File: config.mk
export PLATFORM = sky130hd
export DESIGN_NAME = integer_to_ascii_radix
export DESIGN_NICKNAME = d
export VERILOG_FILES = /design/src/hdl/itoa_pkg.sv /design/src/hdl/integer_to_ascii_radix.sv /design/src/hdl/itoa_divider.sv /design/src/hdl/itoa_emitter.sv
export SDC_FILE = /design/constraint.sdc
export NUM_CORES = 1
export LEC_CHECK = 0
export BUFFER_PORTS_ARGS = -buffer_cell sky130_fd_sc_hd__buf_2
export CAP_MARGIN = 25
export CORE_AREA = 2 2 195 197
export DETAILED_ROUTE_END_ITERATION = 7
export DIE_AREA = 0 0 197 199
export PLACE_DENSITY = 0.66
export SLEW_MARGIN = 20
export SYNTH_ARGS = -nofsm -noshare
export SYNTH_HDL_FRONTEND = slang
export SYNTH_SLANG_ARGS = --single-unit
File: constraint.sdc
create_clock -name i_clk -period 23.5 [get_ports i_clk]
set_input_delay 4.7 -clock i_clk [delete_from_list [all_inputs] [get_ports i_clk]]
set_output_delay 4.7 -clock i_clk [all_outputs]
set_load 0.05 [all_outputs]
File: src/hdl/itoa_pkg.sv
// Shared types, constants and helpers for the integer-to-ASCII converter.
// No dependencies; used by every module of the block.
package itoa_pkg;

    // Operand and field widths
    localparam int ITOA_VALUE_WIDTH = 64;
    localparam int OP_W             = 2;
    localparam int VALUE_FIELD_W    = 64;
    localparam int BASE_W           = 5;
    localparam int DIGIT_W          = 4;
    localparam int CHAR_W           = 8;
    localparam int S_TDATA_W        = 72;
    localparam int VALUE_LSB        = OP_W;
    localparam int BASE_LSB         = OP_W + VALUE_FIELD_W;

    // Dividend bits consumed per cycle by the divider
    localparam int ITOA_CHUNK = 8;

    // Radix limits
    localparam logic [BASE_W-1:0] RADIX_MIN = 5'd2;
    localparam logic [BASE_W-1:0] RADIX_MAX = 5'd16;
    localparam logic [BASE_W-1:0] RADIX_DEC = 5'd10;

    // ASCII codes and digit offsets
    localparam logic [CHAR_W-1:0] CHAR_MINUS = 8'h2D;
    localparam logic [CHAR_W-1:0] CHAR_ZERO  = 8'h30;
    localparam logic [CHAR_W-1:0] LOWER_OFS  = 8'h57;
    localparam logic [CHAR_W-1:0] UPPER_OFS  = 8'h37;

    typedef enum logic [OP_W-1:0] {
        OP_SDEC,
        OP_UDEC,
        OP_RADIX_LOWER,
        OP_RADIX_UPPER
    } t_opcode;

    typedef enum logic [1:0] {
        ST_IDLE,
        ST_DIV,
        ST_EMIT
    } t_state;

    typedef logic [DIGIT_W-1:0] t_digit;

    // Top level to emitter
    typedef struct packed {
        logic   push;
        logic   start;
        logic   negative;
        logic   upper;
        t_digit digit;
    } t_emit_ctrl;

    // Divider to top level
    typedef struct packed {
        logic   done;
        logic   qzero;
        t_digit digit;
    } t_div_stat;

    // Map a digit value to its ASCII character
    function automatic logic [CHAR_W-1:0] digit_char(input t_digit d, input logic upper);
        logic [CHAR_W-1:0] ext;
        ext = CHAR_W'(d);
        if (d < DIGIT_W'(RADIX_DEC)) begin
            return CHAR_ZERO + ext;
        end
        return (upper ? UPPER_OFS : LOWER_OFS) + ext;
    endfunction

endpackage

File: src/hdl/integer_to_ascii_radix.sv
// Integer to ASCII converter, radix 2..16, signed or unsigned decimal.
// The byte-serial divider makes one pass per digit; characters then leave at one beat per cycle
// while the output is ready. A new item is accepted only once every character of the last has left.
// Reset: synchronous, active low; clears control state, data registers keep their contents.
module integer_to_ascii_radix #(
    parameter int VALUE_WIDTH = itoa_pkg::ITOA_VALUE_WIDTH
) (
    input  logic                             i_clk,
    input  logic                             i_rst_n,
    input  logic                             i_s_tvalid,
    output logic                             o_s_tready,
    // [1:0] opcode, [65:2] value, [70:66] base, [71] zero pad
    input  logic [itoa_pkg::S_TDATA_W-1:0]   i_s_tdata,
    output logic                             o_m_tvalid,
    input  logic                             i_m_tready,
    // [7:0] character
    output logic [itoa_pkg::CHAR_W-1:0]      o_m_tdata,
    output logic                             o_m_tlast
);

    localparam int BW = itoa_pkg::BASE_W;

    itoa_pkg::t_state      r_state;
    itoa_pkg::t_state      n_state;
    logic [BW-1:0]         r_radix;
    logic                  r_neg;
    logic                  r_upper;

    itoa_pkg::t_opcode     c_op;
    logic [VALUE_WIDTH-1:0] c_val;
    logic [VALUE_WIDTH-1:0] c_mag;
    logic [BW-1:0]         c_base;
    logic [BW-1:0]         c_radix;
    logic                  c_neg;
    logic                  c_accept;

    itoa_pkg::t_div_stat   div_stat;
    itoa_pkg::t_emit_ctrl  emit_ctrl;
    logic                  emit_busy;

    // Unpack the input beat, form the magnitude and the radix
    always_comb begin
        c_op   = itoa_pkg::t_opcode'(i_s_tdata[itoa_pkg::OP_W-1:0]);
        c_val  = i_s_tdata[itoa_pkg::VALUE_LSB +: VALUE_WIDTH];
        c_base = i_s_tdata[itoa_pkg::BASE_LSB +: BW];
        c_neg  = (c_op == itoa_pkg::OP_SDEC) && c_val[VALUE_WIDTH-1];
        c_mag  = c_neg ? (~c_val + 1'b1) : c_val;
        unique case (c_op) inside
            itoa_pkg::OP_SDEC, itoa_pkg::OP_UDEC: begin
                c_radix = itoa_pkg::RADIX_DEC;
            end
            itoa_pkg::OP_RADIX_LOWER, itoa_pkg::OP_RADIX_UPPER: begin
                if (c_base < itoa_pkg::RADIX_MIN) begin
                    c_radix = itoa_pkg::RADIX_MIN;
                end else if (c_base > itoa_pkg::RADIX_MAX) begin
                    c_radix = itoa_pkg::RADIX_MAX;
                end else begin
                    c_radix = c_base;
                end
            end
        endcase
    end

    assign c_accept   = i_s_tvalid && (r_state == itoa_pkg::ST_IDLE);
    assign o_s_tready = (r_state == itoa_pkg::ST_IDLE);

    // State register
    always_ff @(posedge i_clk) begin
        if (!i_rst_n) begin
            r_state <= itoa_pkg::ST_IDLE;
        end else begin
            r_state <= n_state;
        end
    end

    // Next state and emitter control
    always_comb begin
        n_state            = r_state;
        emit_ctrl.push     = div_stat.done;
        emit_ctrl.start    = div_stat.done && div_stat.qzero;
        emit_ctrl.negative = r_neg;
        emit_ctrl.upper    = r_upper;
        emit_ctrl.digit    = div_stat.digit;
        unique case (r_state)
            itoa_pkg::ST_IDLE: begin
                if (c_accept) begin
                    n_state = itoa_pkg::ST_DIV;
                end
            end
            itoa_pkg::ST_DIV: begin
                if (div_stat.done && div_stat.qzero) begin
                    n_state = itoa_pkg::ST_EMIT;
                end
            end
            itoa_pkg::ST_EMIT: begin
                if (!emit_busy) begin
                    n_state = itoa_pkg::ST_IDLE;
                end
            end
            default: begin
                n_state = itoa_pkg::ST_IDLE;
            end
        endcase
    end

    // Hold the per-item settings
    always_ff @(posedge i_clk) begin
        if (c_accept) begin
            r_radix <= c_radix;
            r_neg   <= c_neg;
            r_upper <= (c_op == itoa_pkg::OP_RADIX_UPPER);
        end
    end

    itoa_divider #(
        .VALUE_WIDTH (VALUE_WIDTH)
    ) u_divider (
        .i_clk     (i_clk),
        .i_rst_n   (i_rst_n),
        .i_load    (c_accept),
        .i_operand (c_mag),
        .i_run     (r_state == itoa_pkg::ST_DIV),
        .i_radix   (r_radix),
        .o_stat    (div_stat)
    );

    itoa_emitter #(
        .VALUE_WIDTH (VALUE_WIDTH)
    ) u_emitter (
        .i_clk      (i_clk),
        .i_rst_n    (i_rst_n),
        .i_ctrl     (emit_ctrl),
        .i_m_tready (i_m_tready),
        .o_m_tvalid (o_m_tvalid),
        .o_m_tdata  (o_m_tdata),
        .o_m_tlast  (o_m_tlast),
        .o_busy     (emit_busy)
    );

endmodule

File: src/hdl/itoa_divider.sv
// Digit-serial divider: one pass divides the held value by the radix, a byte per cycle while running.
// The quotient replaces the dividend in place; the remainder is the next digit.
// Depends on itoa_pkg.
module itoa_divider #(
    parameter int VALUE_WIDTH = itoa_pkg::ITOA_VALUE_WIDTH
) (
    input  logic                          i_clk,
    input  logic                          i_rst_n,
    input  logic                          i_load,
    input  logic [VALUE_WIDTH-1:0]        i_operand,
    input  logic                          i_run,
    input  logic [itoa_pkg::BASE_W-1:0]   i_radix,
    output itoa_pkg::t_div_stat           o_stat
);

    localparam int S      = itoa_pkg::ITOA_CHUNK;
    localparam int CHUNKS = (VALUE_WIDTH + S - 1) / S;
    localparam int PW     = CHUNKS * S;
    localparam int CNT_W  = (CHUNKS > 1) ? $clog2(CHUNKS) : 1;
    localparam logic [CNT_W-1:0] LAST_CHUNK = CNT_W'(CHUNKS - 1);
    localparam int BW     = itoa_pkg::BASE_W;
    localparam int DW     = itoa_pkg::DIGIT_W;

    logic [PW-1:0]    r_dvd;
    logic [DW-1:0]    r_rem;
    logic             r_qnz;
    logic [CNT_W-1:0] r_chunk;

    logic [BW-1:0]    c_rem;
    logic [S-1:0]     c_q;
    logic             n_qnz;

    // Restoring division over the top byte of the dividend
    always_comb begin
        c_rem = (r_chunk == '0) ? '0 : BW'(r_rem);
        c_q   = '0;
        for (int i = 0; i < S; i++) begin
            c_rem = {c_rem[BW-2:0], r_dvd[PW-1-i]};
            if (c_rem >= i_radix) begin
                c_rem        = c_rem - i_radix;
                c_q[S-1-i]   = 1'b1;
            end
        end
        n_qnz = ((r_chunk == '0) ? 1'b0 : r_qnz) | (|c_q);
    end

    // Report digit at the end of each pass
    always_comb begin
        o_stat.done  = i_run && (r_chunk == LAST_CHUNK);
        o_stat.qzero = !n_qnz;
        o_stat.digit = c_rem[DW-1:0];
    end

    // Advance the chunk counter
    always_ff @(posedge i_clk) begin
        if (!i_rst_n) begin
            r_chunk <= '0;
        end else if (i_load) begin
            r_chunk <= '0;
        end else if (i_run) begin
            r_chunk <= (r_chunk == LAST_CHUNK) ? '0 : r_chunk + 1'b1;
        end
    end

    // Shift quotient bits in as dividend bits leave
    always_ff @(posedge i_clk) begin
        if (i_load) begin
            r_dvd <= PW'(i_operand);
        end else if (i_run) begin
            r_dvd <= PW'({r_dvd, c_q});
            r_rem <= c_rem[DW-1:0];
            r_qnz <= n_qnz;
        end
    end

endmodule

File: src/hdl/itoa_emitter.sv
// Digit stack and output stage: collects digits least significant first,
// then sends an optional minus sign and the digits most significant first.
// Depends on itoa_pkg.
module itoa_emitter #(
    parameter int VALUE_WIDTH = itoa_pkg::ITOA_VALUE_WIDTH
) (
    input  logic                          i_clk,
    input  logic                          i_rst_n,
    input  itoa_pkg::t_emit_ctrl          i_ctrl,
    input  logic                          i_m_tready,
    output logic                          o_m_tvalid,
    output logic [itoa_pkg::CHAR_W-1:0]   o_m_tdata,
    output logic                          o_m_tlast,
    output logic                          o_busy
);

    localparam int DW      = itoa_pkg::DIGIT_W;
    localparam int STACK_W = VALUE_WIDTH * DW;
    localparam int CNT_W   = $clog2(VALUE_WIDTH + 1);

    logic [STACK_W-1:0]          r_stack;
    logic [CNT_W-1:0]            r_left;
    logic                        r_active;
    logic                        r_sign;
    logic                        r_upper;
    logic                        r_ovalid;
    logic [itoa_pkg::CHAR_W-1:0] r_odata;
    logic                        r_olast;

    logic c_load;
    logic c_final;

    // Load the output register when it is free and a character is pending
    always_comb begin
        c_load  = (!r_ovalid || i_m_tready) && r_active && (r_sign || (r_left != '0));
        c_final = !r_sign && (r_left == CNT_W'(1));
    end

    // Control state
    always_ff @(posedge i_clk) begin
        if (!i_rst_n) begin
            r_left   <= '0;
            r_active <= 1'b0;
            r_sign   <= 1'b0;
            r_ovalid <= 1'b0;
        end else begin
            if (i_ctrl.start) begin
                r_active <= 1'b1;
                r_sign   <= i_ctrl.negative;
            end else if (c_load) begin
                if (c_final) begin
                    r_active <= 1'b0;
                end
                r_sign <= 1'b0;
            end
            if (i_ctrl.push) begin
                r_left <= r_left + 1'b1;
            end else if (c_load && !r_sign) begin
                r_left <= r_left - 1'b1;
            end
            if (c_load) begin
                r_ovalid <= 1'b1;
            end else if (i_m_tready) begin
                r_ovalid <= 1'b0;
            end
        end
    end

    // Push digits at the bottom, pop from the bottom, register the beat
    always_ff @(posedge i_clk) begin
        if (i_ctrl.start) begin
            r_upper <= i_ctrl.upper;
        end
        if (i_ctrl.push) begin
            r_stack <= STACK_W'({r_stack, i_ctrl.digit});
        end else if (c_load && !r_sign) begin
            r_stack <= r_stack >> DW;
        end
        if (c_load) begin
            r_odata <= r_sign ? itoa_pkg::CHAR_MINUS
                              : itoa_pkg::digit_char(r_stack[DW-1:0], r_upper);
            r_olast <= c_final;
        end
    end

    assign o_m_tvalid = r_ovalid;
    assign o_m_tdata  = r_odata;
    assign o_m_tlast  = r_olast;
    assign o_busy     = r_active | r_ovalid;

endmodule

; Word-level counts from Yosys, hierarchy flattened
; Cells that the tools add are included.
[totals]
regBits = 357
input_bits = 76
[classes]
addsub = 14
order_cmp = 11
n_eq_ne = 10
n_mux = 45
bitwise = 5
n_reduce_logical = 29
[op_table]
columns = cell, n
row1 = $mux 256, 2
row2 = $mux 64, 3
row3 = $add 64x1->64 const B, 1
row4 = $not 64->64, 1
row5 = $ge 5x5->1, 8
row6 = $mux 4, 9
row7 = $sub 4x4->4, 8
row8 = $mux 7, 3
row9 = $mux 1, 18
row10 = $mux 8, 2
row11 = $mux 5, 2
row12 = $pmux 5 s2, 1
row13 = $reduce_bool 2->1, 5
row14 = $add 8x4->8, 1
row15 = $logic_and 1x1->1, 8
row16 = $reduce_or 8->1, 1
row17 = $add 6x4->7 const A, 1
row18 = $add 7x1->7 const B, 1
row19 = $eq 7x1->1 const B, 1
row20 = $reduce_bool 7->1, 1
row21 = $sub 7x1->7 const B, 1
row22 = $eq 2x2->1 const B, 3
row23 = $mux 2, 3
row24 = $pmux 2 s3, 1
row25 = 18 further kinds, 29

; Depth between registers and ports, before layout
; Gate-level depths: netlist of run 1.
[depth]
depth_word = 24
depth_mapped = 58
depth_no_buf = 56

; Modules after synthesis
; A second synthesis of run 1 with hierarchy kept.
[unflattened]
hier_cells = 1334
hier_area_um2 = 18670.4
[by_module_without_submodules]
columns = module, instances, cells_per_inst, area_each_um2, seq_area_each_um2
row1 = itoa_emitter, 1, 656, 11767.5, 8157.8
row2 = itoa_divider, 1, 418, 4934.7, 2132.0
row3 = integer_to_ascii_radix, 1, 260, 1968.1, 250.2

; Least setup slack after synthesis of run 1
; No wires, ideal clock.
[synth_path]
path_type = input port to flip-flop
startpoint = input i_m_tready
endpoint = register u_emitter.r_left[6]
setup_time_ns = 0.060
arrival_ns = 17.975
slack_ns = 5.466
cell_stages = 6
cell_sequence = nor2b_1 -> a311o_1 -> o21ai_1 -> nand3_1 -> xnor2_1 -> and2_1
[synth_via]
elab_chain_cells = 5
[synth_lines]
columns = element, line
row1 = start: declaration, integer_to_ascii_radix.sv:15  ; input logic i_m_tready,
row2 = $logic_or 1x1->1, itoa_emitter.sv:35  ; c_load = (!r_ovalid || i_m_tready) && r_active && (r_sign || (r_left != '0));
row3 = $logic_and 1x1->1 (2 in a row), itoa_emitter.sv:35
row4 = $logic_and 1x1->1, itoa_emitter.sv:58  ; end else if (c_load && !r_sign) begin
row5 = $reduce_bool 2->1 (no source line), n/a
row6 = end signal: assignment, itoa_emitter.sv:57  ; r_left <= r_left + 1'b1;
row7 = end signal: assignment, itoa_emitter.sv:59  ; r_left <= r_left - 1'b1;
row8 = end: declaration, itoa_emitter.sv:22  ; logic [CNT_W-1:0] r_left;
; Every way passes these cells.
; A chain may end at the register's enable or synchronous reset.

; Worst setup path after layout of run 1
[layout_path]
startpoint = register r_radix[1]
endpoint = register u_emitter.r_active
[layout_via]
elab_chain_cells = 22
word_cells_on_any_way = 38
cone_classes = add/sub: 7 / order compare: 8 / mux: 16 / bitwise: 1 / reduce/logical: 6
[layout_lines]
columns = element, line
row1 = start: declaration, integer_to_ascii_radix.sv:25  ; logic [BW-1:0] r_radix;
row2 = start signal: assignment, integer_to_ascii_radix.sv:109  ; r_radix <= c_radix;
row3 = $sub 4x4->4 or $ge 5x5->1 (tied branches), "itoa_divider.sv:40, itoa_divider.sv:39"
row4 = $mux 4, itoa_divider.sv:39  ; if (c_rem >= i_radix) begin
row5 = $sub 4x4->4 or $ge 5x5->1 (tied branches), "itoa_divider.sv:40, itoa_divider.sv:39"
row6 = $mux 4, itoa_divider.sv:39
row7 = $sub 4x4->4 or $ge 5x5->1 (tied branches), "itoa_divider.sv:40, itoa_divider.sv:39"
row8 = $mux 4, itoa_divider.sv:39
row9 = $ge 5x5->1 or $sub 4x4->4 (tied branches), "itoa_divider.sv:39, itoa_divider.sv:40"
row10 = $mux 4, itoa_divider.sv:39
row11 = (+6 left out), n/a
row12 = $ge 5x5->1, itoa_divider.sv:39
row13 = $mux 1, itoa_divider.sv:39
row14 = $reduce_or 8->1 (*), itoa_divider.sv:44  ; n_qnz = ((r_chunk == '0) ? 1'b0 : r_qnz) | (|c_q);
row15 = $or 1x1->1 (*), itoa_divider.sv:44
row16 = $logic_not 1->1 (*), itoa_divider.sv:50  ; o_stat.qzero = !n_qnz;
row17 = $logic_and 1x1->1 (*), integer_to_ascii_radix.sv:80  ; emit_ctrl.start = div_stat.done && div_stat.qzero;
row18 = $reduce_bool 2->1 (no source line), n/a
row19 = $reduce_and 2->1 (no source line), n/a
row20 = end signal: assignment, itoa_emitter.sv:43  ; r_active <= 1'b0;
row21 = end signal: assignment, itoa_emitter.sv:48  ; r_active <= 1'b1;
row22 = end signal: assignment, itoa_emitter.sv:52  ; r_active <= 1'b0;
row23 = end: declaration, itoa_emitter.sv:23  ; logic r_active;
; Mark *: on every way between the ends. The rest lies on a longest branch, timed or not.

==> flow_summary.rst, run 1 <==
.. list-table::
   :header-rows: 1

   * - Metric
     - Value
   * - Status
     - finished clean
   * - Fill cells
     - 3,253
   * - Final clock skew
     - 0.01986 ns
   * - Critical path's largest stage delay
     - about 0.85 ns
   * - Class of the tightest hold or removal check
     - flop to flop
   * - All-Layer GR Usage
     - 18.22%
   * - Worst-case reg-to-reg path depth
     - 48
   * - Share of post-route cells with drive strength above 1
     - 8.892%
   * - Xor and xnor area share after synthesis
     - a little under 4%
   * - Hold buffers post-CTS
     - 0
   * - Simple-Gate Fraction of Synth Area
     - 22.67%
   * - Unrepaired setup endpoints after global routing
     - no
   * - Antenna Violating Nets Remaining
     - 0
   * - CTS tree
     - done
   * - HP Start
     - r_upper$_DFFE_PP_
   * - Critical path class
     - flop to flop
   * - End of the worst hold path
     - u_emitter.r_upper$_DFFE_PP_
   * - Pin slew with the least headroom to its limit
     - 1.171 ns
   * - Cell variety after synth
     - 69
   * - Power per unit of standard cell area
     - 122.4 nW/um^2
   * - Area enclosed by the die boundary
     - just under 40,000 sq um
   * - Startpoint type of the worst setup path
     - flop
   * - Number of hold violations in the final report
     - 0
   * - Yosys top cell area share
     - between 50% and 60%
   * - DRC errors left
     - 0
   * - Sum Neg Setup Slack
     - 0 ns
   * - Library cell contributing the largest single delay on the critical path
     - sky130_fd_sc_hd__edfxtp_1
   * - Routability cong.
     - 0.8358
   * - Number of stages on the worst hold path
     - 0
   * - Antenna violations before repair
     - 2
   * - Count of input and output buffers
     - 84
   * - Effective utilization at floorplan
     - between 40% and 50%
   * - Fraction of the mapped netlist area in adder cells
     - approximately 4.1%
   * - Final nets
     - 2,077
   * - Non-Filler Instances
     - 2,443
   * - Yosys reg bits
     - 356
   * - Total iterations of the first detailed-routing run
     - 5
   * - Most used standard cells in the synthesized netlist
     - sky130_fd_sc_hd__nand2_1, sky130_fd_sc_hd__edfxtp_1, sky130_fd_sc_hd__clkbuf_1
   * - Post-synth EDFFs
     - 341
   * - Wirelength, routed
     - 35.15 mm
   * - Via count of the first global-routing pass
     - 12.11k
   * - Multiplexer share of the synthesized area
     - 1.146%
   * - Max Clk Rate
     - around 0.076 GHz
   * - Vias per cell
     - 5.330
   * - Cell types with the largest area share after synthesis
     - sky130_fd_sc_hd__edfxtp_1, sky130_fd_sc_hd__nand2_1, sky130_fd_sc_hd__ha_1
   * - CTS Root Cell
     - sky130_fd_sc_hd__clkbuf_16
   * - Post-synthesis instance total
     - ~1.9k
   * - Via Count
     - roughly 13k
   * - Maximum net fanout on the critical path
     - 14
   * - Placed cell count
     - 2,374
   * - CTS sink count
     - ~360
   * - Cells resized by post-CTS repair
     - 0
   * - Max-cap check violation count
     - 0
   * - Synthesized area per cell
     - 9.669 sq um
   * - Data arrival time at the worst-slack endpoint
     - 13.59 ns
   * - Number of buffers between clock root and the deepest sink
     - 3
   * - Critical path required time
     - 23.98 ns
   * - Area growth, synth to finish
     - 11.15%
   * - Total number of H-tree levels
     - 2
   * - Synthesized-area fraction occupied by ao, oa, aoi and oai cells
     - 7.524%
   * - Final slew viol count
     - 0
   * - Die Span Y
     - 199 um
   * - Routed wirelength normalized by instance count
     - approximately 14 um
   * - Post-DP HPWL
     - 21.91 mm
   * - Syn_nets
     - 2,028
   * - Proportion of register bits with asynchronous set or reset after synthesis
     - 0%
   * - Maximum number of pins on one net before global-route repair
     - 195
   * - Die width
     - 197 um
   * - Cell type with the largest total area after synthesis
     - sky130_fd_sc_hd__edfxtp_1
   * - Pre-CTS setup slack
     - roughly 10 ns
   * - First-pass GRT wire length
     - 58.53 mm
   * - I/O pins
     - 87
   * - Count of warnings emitted by yosys
     - 0
   * - Worst voltage drop across the vdd grid
     - 223.3 uV
   * - R2R Path End
     - u_emitter.r_active$_SDFFE_PN0P_
   * - Cell type with the highest occurrence count on the critical path
     - sky130_fd_sc_hd__ha_1
   * - Leakage Power
     - 8.291 nW
   * - Core footprint
     - roughly 37,000 sq um
   * - Final worst-path setup slack
     - 10.38 ns
   * - Clock period minus final worst setup slack
     - 13.12 ns
   * - Clock latency at the later pin of the worst-skew pair
     - 0.55 ns
   * - GRT Residual Overflow
     - 0
   * - Share of the yosys chip area belonging to registers
     - 57.46%
   * - Final period utilization
     - between 50% and 60%
   * - Setup fix buffers added after clock tree synthesis
     - 0
   * - Sort of element at the end of the critical path
     - flop
   * - Clock buffer count from CTS
     - 40
   * - CTS clock-pin slew for the worst setup and hold paths
     - 0.06 ns
   * - Worst slew slack as a fraction of its limit
     - 21.95%
   * - FF-to-FF setup slack
     - 10.38 ns
   * - Final Setup Violations
     - 0
   * - R2R Path Start
     - r_radix[1]$_SDFFCE_PN1P_
   * - Netlist area before placement
     - 18,340 sq um
   * - Count leader, synth
     - sky130_fd_sc_hd__nand2_1
   * - Post-synth top flop
     - sky130_fd_sc_hd__edfxtp_1
   * - Standard-cell rows
     - between 70 and 80
   * - Dominant combinational cell family by area after synthesis
     - simple AND/OR/NAND/NOR gates
   * - 1st-iter DRT viols
     - 1,037
## cell type report
type                    count  area (sq um)  area share, %
diodes                      1         2.502        0.01227
clock buffers              51          1064          5.217
clock inverters            13         121.4         0.5953
inverters                  54         202.7         0.9942
multi-input cells        1396          7277          35.69
flip-flops and latches    356         10540          51.70
well taps                 474         593.1          2.909
repair buffers             98         586.8          2.878
## metrics by stage
stage	total power, W	instance area (sq um)	util [%]	hold WS [ns]
detailed placement	0.001889	19110	51.47	0.4199
global route	0.002672	20390	54.90	0.4335
global placement	0.001862	19110	51.47	0.4199
CTS	0.002486	20300	54.66	0.4229
finish	0.002495	20390	54.90	0.4256
floorplan	0.001638	18340	-	0.4003
## registers in the layout, indices dropped and copies added (netlist names)
signal and count:
u_emitter.o_m_tdata 7, u_emitter.r_upper 1, u_emitter.r_sign 1, u_emitter.r_stack 256, u_divider.r_qnz 1, u_emitter.o_m_tlast 1, u_divider.r_dvd 64, r_neg 1
u_emitter.o_m_tvalid 1, u_divider.r_chunk 3, r_radix 5, r_upper 1, u_emitter.r_left 7, u_divider.r_rem 4, u_emitter.r_active 1, r_state 2
## cell families after synthesis
| logic type | after synthesis |
|---|---|
| xor+xnor | 83 |
| fa+ha+maj | 56 |
| flops | 356 |
| buf+inv | 145 |
| other cells | 1 |
| simple gates | 1012 |
| compound gates | 224 |
| mux | 20 |
## report_power, final
group / internal (W) / switching [W] / leakage (nW)
sequential: 0.000759 / 0.0000123 / 3.25
combinational: 0.000470 / 0.000670 / 4.47
clock: 0.000340 / 0.000244 / 0.572
## metal layers
| layer | GRT usage, % | share of wire, % | vias up |
|---|---|---|---|
| met1 | 25.67 | 48 | 6166 |
| li1 | - | - | 6555 |
| met5 | 0 | 0.031 | - |
| met2 | 28.39 | 45 | 239 |
| met4 | 6.071 | 2.3 | 2 |
| met3 | 3.611 | 4.7 | 58 |
## cell usage in the layout (no fill, tap or decap), types with 30 or more instances in the layout
cell                        netlist  layout
sky130_fd_sc_hd__nand2_1        844     842
sky130_fd_sc_hd__buf_2            1      84
sky130_fd_sc_hd__o21ai_0         47      47
sky130_fd_sc_hd__nor2_1          52      51
sky130_fd_sc_hd__ha_1            48      48
sky130_fd_sc_hd__xnor2_1         62      62
sky130_fd_sc_hd__o21ai_1         39      38
sky130_fd_sc_hd__clkbuf_16        0      41
sky130_fd_sc_hd__a21oi_1         43      43
sky130_fd_sc_hd__inv_1           54      54
sky130_fd_sc_hd__a31oi_1         30      30
sky130_fd_sc_hd__edfxtp_1       341     341
## worst max-delay path by stage
stage                              from                                to  slack (ns)  cells past startpoint
5_1_grt        r_radix[1]$_SDFFCE_PN1P_   u_emitter.r_active$_SDFFE_PN0P_        9.67                     48
6_report       r_radix[1]$_SDFFCE_PN1P_   u_emitter.r_active$_SDFFE_PN0P_       10.38                     48
3_5_place_dp   r_radix[1]$_SDFFCE_PN1P_    u_emitter.r_stack[1]$_DFFE_PP_       10.04                     48
2_1_floorplan                i_m_tready  u_emitter.r_left[6]$_SDFFE_PN0P_        5.47                      6
3_3_place_gp   r_radix[1]$_SDFFCE_PN1P_    u_emitter.r_stack[1]$_DFFE_PP_       10.21                     48
4_1_cts        r_radix[1]$_SDFFCE_PN1P_    u_emitter.r_stack[1]$_DFFE_PP_       10.01                     48
## worst max-delay path, delay by kind of cell (launching register included)
kind	cells	cell delay, ns
muxes	5	2.22
adders and majority gates	7	1.91
AOI/OAI and AO/OA	21	5.00
buffers and inverters	8	1.36
DFF	1	0.85
and+or+nand+nor	7	1.69
Power figures use the tool's default switching activity.
==> run 2, diff against run 1 <==
==> constraint.sdc (replaced) <==
create_clock -name i_clk -period 13.39 [get_ports i_clk]
set_input_delay 2.678 -clock i_clk [delete_from_list [all_inputs] [get_ports i_clk]]
set_output_delay 2.678 -clock i_clk [all_outputs]
set_load 0.05 [all_outputs]
==> run 2 against run 1 <==
  * Combinational power rose by 80%
  * Critical path depth up 7
  * Clock power is 76% higher
  * Highest routed layer is now met4
  * Maximum frequency is 6.7% higher
  * Sequential share of layout area down 0.092 points
  * Global-route usage is 0.24 points higher
  * Core utilization rose by 0.098 points
  * Sequential power grew 75%
  * Power grew 78%
==> flow_summary.rst, run 2 (synthesis results as in run 1) <==
.. list-table::
   :header-rows: 1

   * - Metric
     - Value
   * - Cell area reported after detailed placement
     - 19,140 sq um (+0.16%)
   * - Pin slew with the least headroom to its limit
     - 1.042 ns (-0.1292 ns)
   * - Worst hold slack across all endpoints
     - 0.5008 ns (+0.07514 ns)
   * - Routability cong.
     - 0.8299 (-0.71%)
   * - Bufs and invs on worst path
     - 11 (+3)
   * - Number of hold violations in the final report
     - 0 (unchanged)
   * - Share of post-route cells with drive strength above 1
     - 9.459% (+0.57 points)
   * - Clock period minus final worst setup slack
     - 12.30 ns (-0.8187 ns)
   * - Post-DP HPWL
     - 22.67 mm (+3.5%)
   * - Via count of the first global-routing pass
     - 12.32k (+1.7%)
   * - Worst voltage drop across the vdd grid
     - 444.2 uV (+99%)
   * - All-Layer GR Usage
     - 18.45% (+0.24 points)
   * - Power per unit of standard cell area
     - 217.0 nW/um^2 (+77%)
   * - Worst slew slack as a fraction of its limit
     - 30.56% (+8.6 points)
   * - Register with the highest flop count
     - u_emitter.r_stack
   * - Largest registers
     - u_emitter.r_stack x256, u_divider.r_dvd x64
   * - Data arrival time at the worst-slack endpoint
     - 12.57 ns (-1.02 ns)
   * - CTS tree
     - done
   * - Antenna violations before repair
     - 1 (-1)
   * - Final nets
     - 2,078 (+0.048%)
   * - I/O pins
     - 87 (unchanged)
   * - Area of all placed cells without fillers
     - 20,420 sq um (+0.18%)
   * - Final clock skew
     - 0.01866 ns (-0.001208 ns)
   * - Final slew viol count
     - 0 (unchanged)
   * - Vias per cell
     - 5.316 (-0.25%)
   * - Fill cells
     - 3,269 (+0.49%)
   * - Max Clk Rate
     - 0.08131 GHz (+6.7%)
   * - Status
     - finished clean
   * - GRT Residual Overflow
     - 0 (unchanged)
   * - Final period utilization
     - 91.85% (+36 points)
   * - Area enclosed by the die boundary
     - 39,200 sq um (unchanged)
   * - Total number of H-tree levels
     - 2 (unchanged)
   * - Max reg flops
     - 256 (unchanged)
   * - Leading cell types in the layout, fill and taps excluded
     - sky130_fd_sc_hd__nand2_1, sky130_fd_sc_hd__edfxtp_1, sky130_fd_sc_hd__buf_2
   * - CTS Root Cell
     - sky130_fd_sc_hd__clkbuf_16
   * - Wirelength, routed
     - 35.64 mm (+1.4%)
   * - Class of the tightest hold or removal check
     - flop to flop
   * - Critical path class
     - flop to flop
   * - Hold buffers post-CTS
     - 0 (unchanged)
   * - Core footprint
     - 37,130 sq um (unchanged)
   * - Cell family with the largest share of critical-path delay
     - compound AO/OA/AOI/OAI gates
   * - CTS clock-pin slew for the worst setup and hold paths
     - 0.06 ns (about the same)
   * - Startpoint type of the worst setup path
     - flop
   * - Leading cell type in the layout, fill and taps excluded
     - sky130_fd_sc_hd__nand2_1
   * - Die width
     - 197 um (unchanged)
   * - Total iterations of the first detailed-routing run
     - 5 (unchanged)
   * - Unrepaired setup endpoints after global routing
     - no
   * - Sort of element at the end of the critical path
     - flop
   * - First-pass GRT wire length
     - 60.07 mm (+2.6%)
   * - Multi-input combinational cell area
     - 7287 sq um (+0.14%)
   * - Standard-cell rows
     - 71 (unchanged)
   * - Routed wirelength normalized by instance count
     - 14.53 um (+1.0%)
   * - Antenna Violating Nets Remaining
     - 0 (unchanged)
   * - Critical path required time
     - 13.66 ns (-10.32 ns)
   * - Design Power
     - 0.004432 W (+78%)
   * - Count of input and output buffers
     - 84 (unchanged)
   * - Cell type with the highest occurrence count on the critical path
     - sky130_fd_sc_hd__ha_1
   * - DRC errors left
     - 0 (unchanged)
   * - Setup fix buffers added after clock tree synthesis
     - 0 (unchanged)
   * - Sum Neg Setup Slack
     - 0 ns (unchanged)
   * - Maximum net fanout on the critical path
     - 12 (-2)
   * - Area growth, synth to finish
     - 11.34%
   * - Clock latency at the later pin of the worst-skew pair
     - 0.53 ns (-0.02 ns)
   * - Final Setup Violations
     - 0 (unchanged)
   * - CTS sink count
     - 356 (unchanged)
   * - Flip-flop and latch area
     - 10,540 sq um (unchanged)
   * - Max-cap check violation count
     - 0 (unchanged)
   * - Maximum number of pins on one net before global-route repair
     - 185 (-5.1%)
   * - Effective utilization at floorplan
     - 49.40% (unchanged)
   * - Via Count
     - 13.04k (+0.12%)
   * - Leakage Power
     - 8.318 nW (+0.32%)
   * - Die Span Y
     - 199 um (unchanged)
   * - Clock buffer count from CTS
     - 39 (-2.5%)
   * - Library cell contributing the largest single delay on the critical path
     - sky130_fd_sc_hd__mux2_2
   * - Number of buffers between clock root and the deepest sink
     - 3 (unchanged)
   * - 1st-iter DRT viols
     - 1,028 (-0.87%)
   * - Critical path's largest stage delay
     - 0.44 ns (-0.41 ns)
-- run 2: repair_timing --
action / CTS / global route
resized for setup: 0 / 2
endpoints found under the setup margin: 0 / 8
hold endpoints to repair: 0 / 0
-- run 2: final timing paths --
check / from / to / slack [ns] / cells after the start
worst max register to register: u_divider.r_chunk[0]$_SDFFE_PP0P_ / u_emitter.r_stack[2]$_DFFE_PP_ / 1.09 / 55
worst max-delay path: u_divider.r_chunk[0]$_SDFFE_PP0P_ / u_emitter.r_stack[2]$_DFFE_PP_ / 1.09 / 55
worst min register to register: u_divider.r_chunk[2]$_SDFFE_PP0P_ / u_divider.r_chunk[2]$_SDFFE_PP0P_ / 0.50 / 2
worst min-delay path: u_divider.r_chunk[2]$_SDFFE_PP0P_ / u_divider.r_chunk[2]$_SDFFE_PP0P_ / 0.50 / 2
-- run 2: layer usage --
layer / vias up / GRT usage [%] / routed length [um]
met5: - / 0 / 0
met1: 6146 / 26.35 / 17100
met4: 0 / 4.790 / 688
met3: 47 / 2.628 / 1549
li1: 6563 / - / -
met2: 279 / 29.75 / 16300
-- run 2: layout make-up --
type / instances / area share [%]
repair buffers: 100 / 2.867
inverters: 54 / 0.9925
flip-flops and latches: 356 / 51.61
well taps: 474 / 2.904
diodes: 1 / 0.01225
multi-input cells: 1396 / 35.68
clock buffers: 47 / 5.030
clock inverters: 24 / 0.9067
-- run 2: worst register-to-register path: cells and delay by family (launching register included) --
family | cells | cell delay [ns]
simple gates | 8 | 1.44
fa+ha+maj | 9 | 2.40
buf+inv | 11 | 1.35
flops | 1 | 0.38
compound gates | 23 | 4.80
mux | 4 | 1.69
-- run 2: stage by stage --
step	utilization, %	setup WS (ns)	std cells
after detailed placement	51.55	0.8821	2378
after global placement	51.55	1.152	2378
after global routing	55.00	0.04691	2452
after floorplan	-	2.098	1897
final	55.00	1.091	2452
after CTS	54.82	0.8115	2449
-- run 2: power by group --
part / internal, W / switching [W]
sequential: 0.00133 / 0.0000227
combinational: 0.000868 / 0.00118
clock: 0.000589 / 0.000439
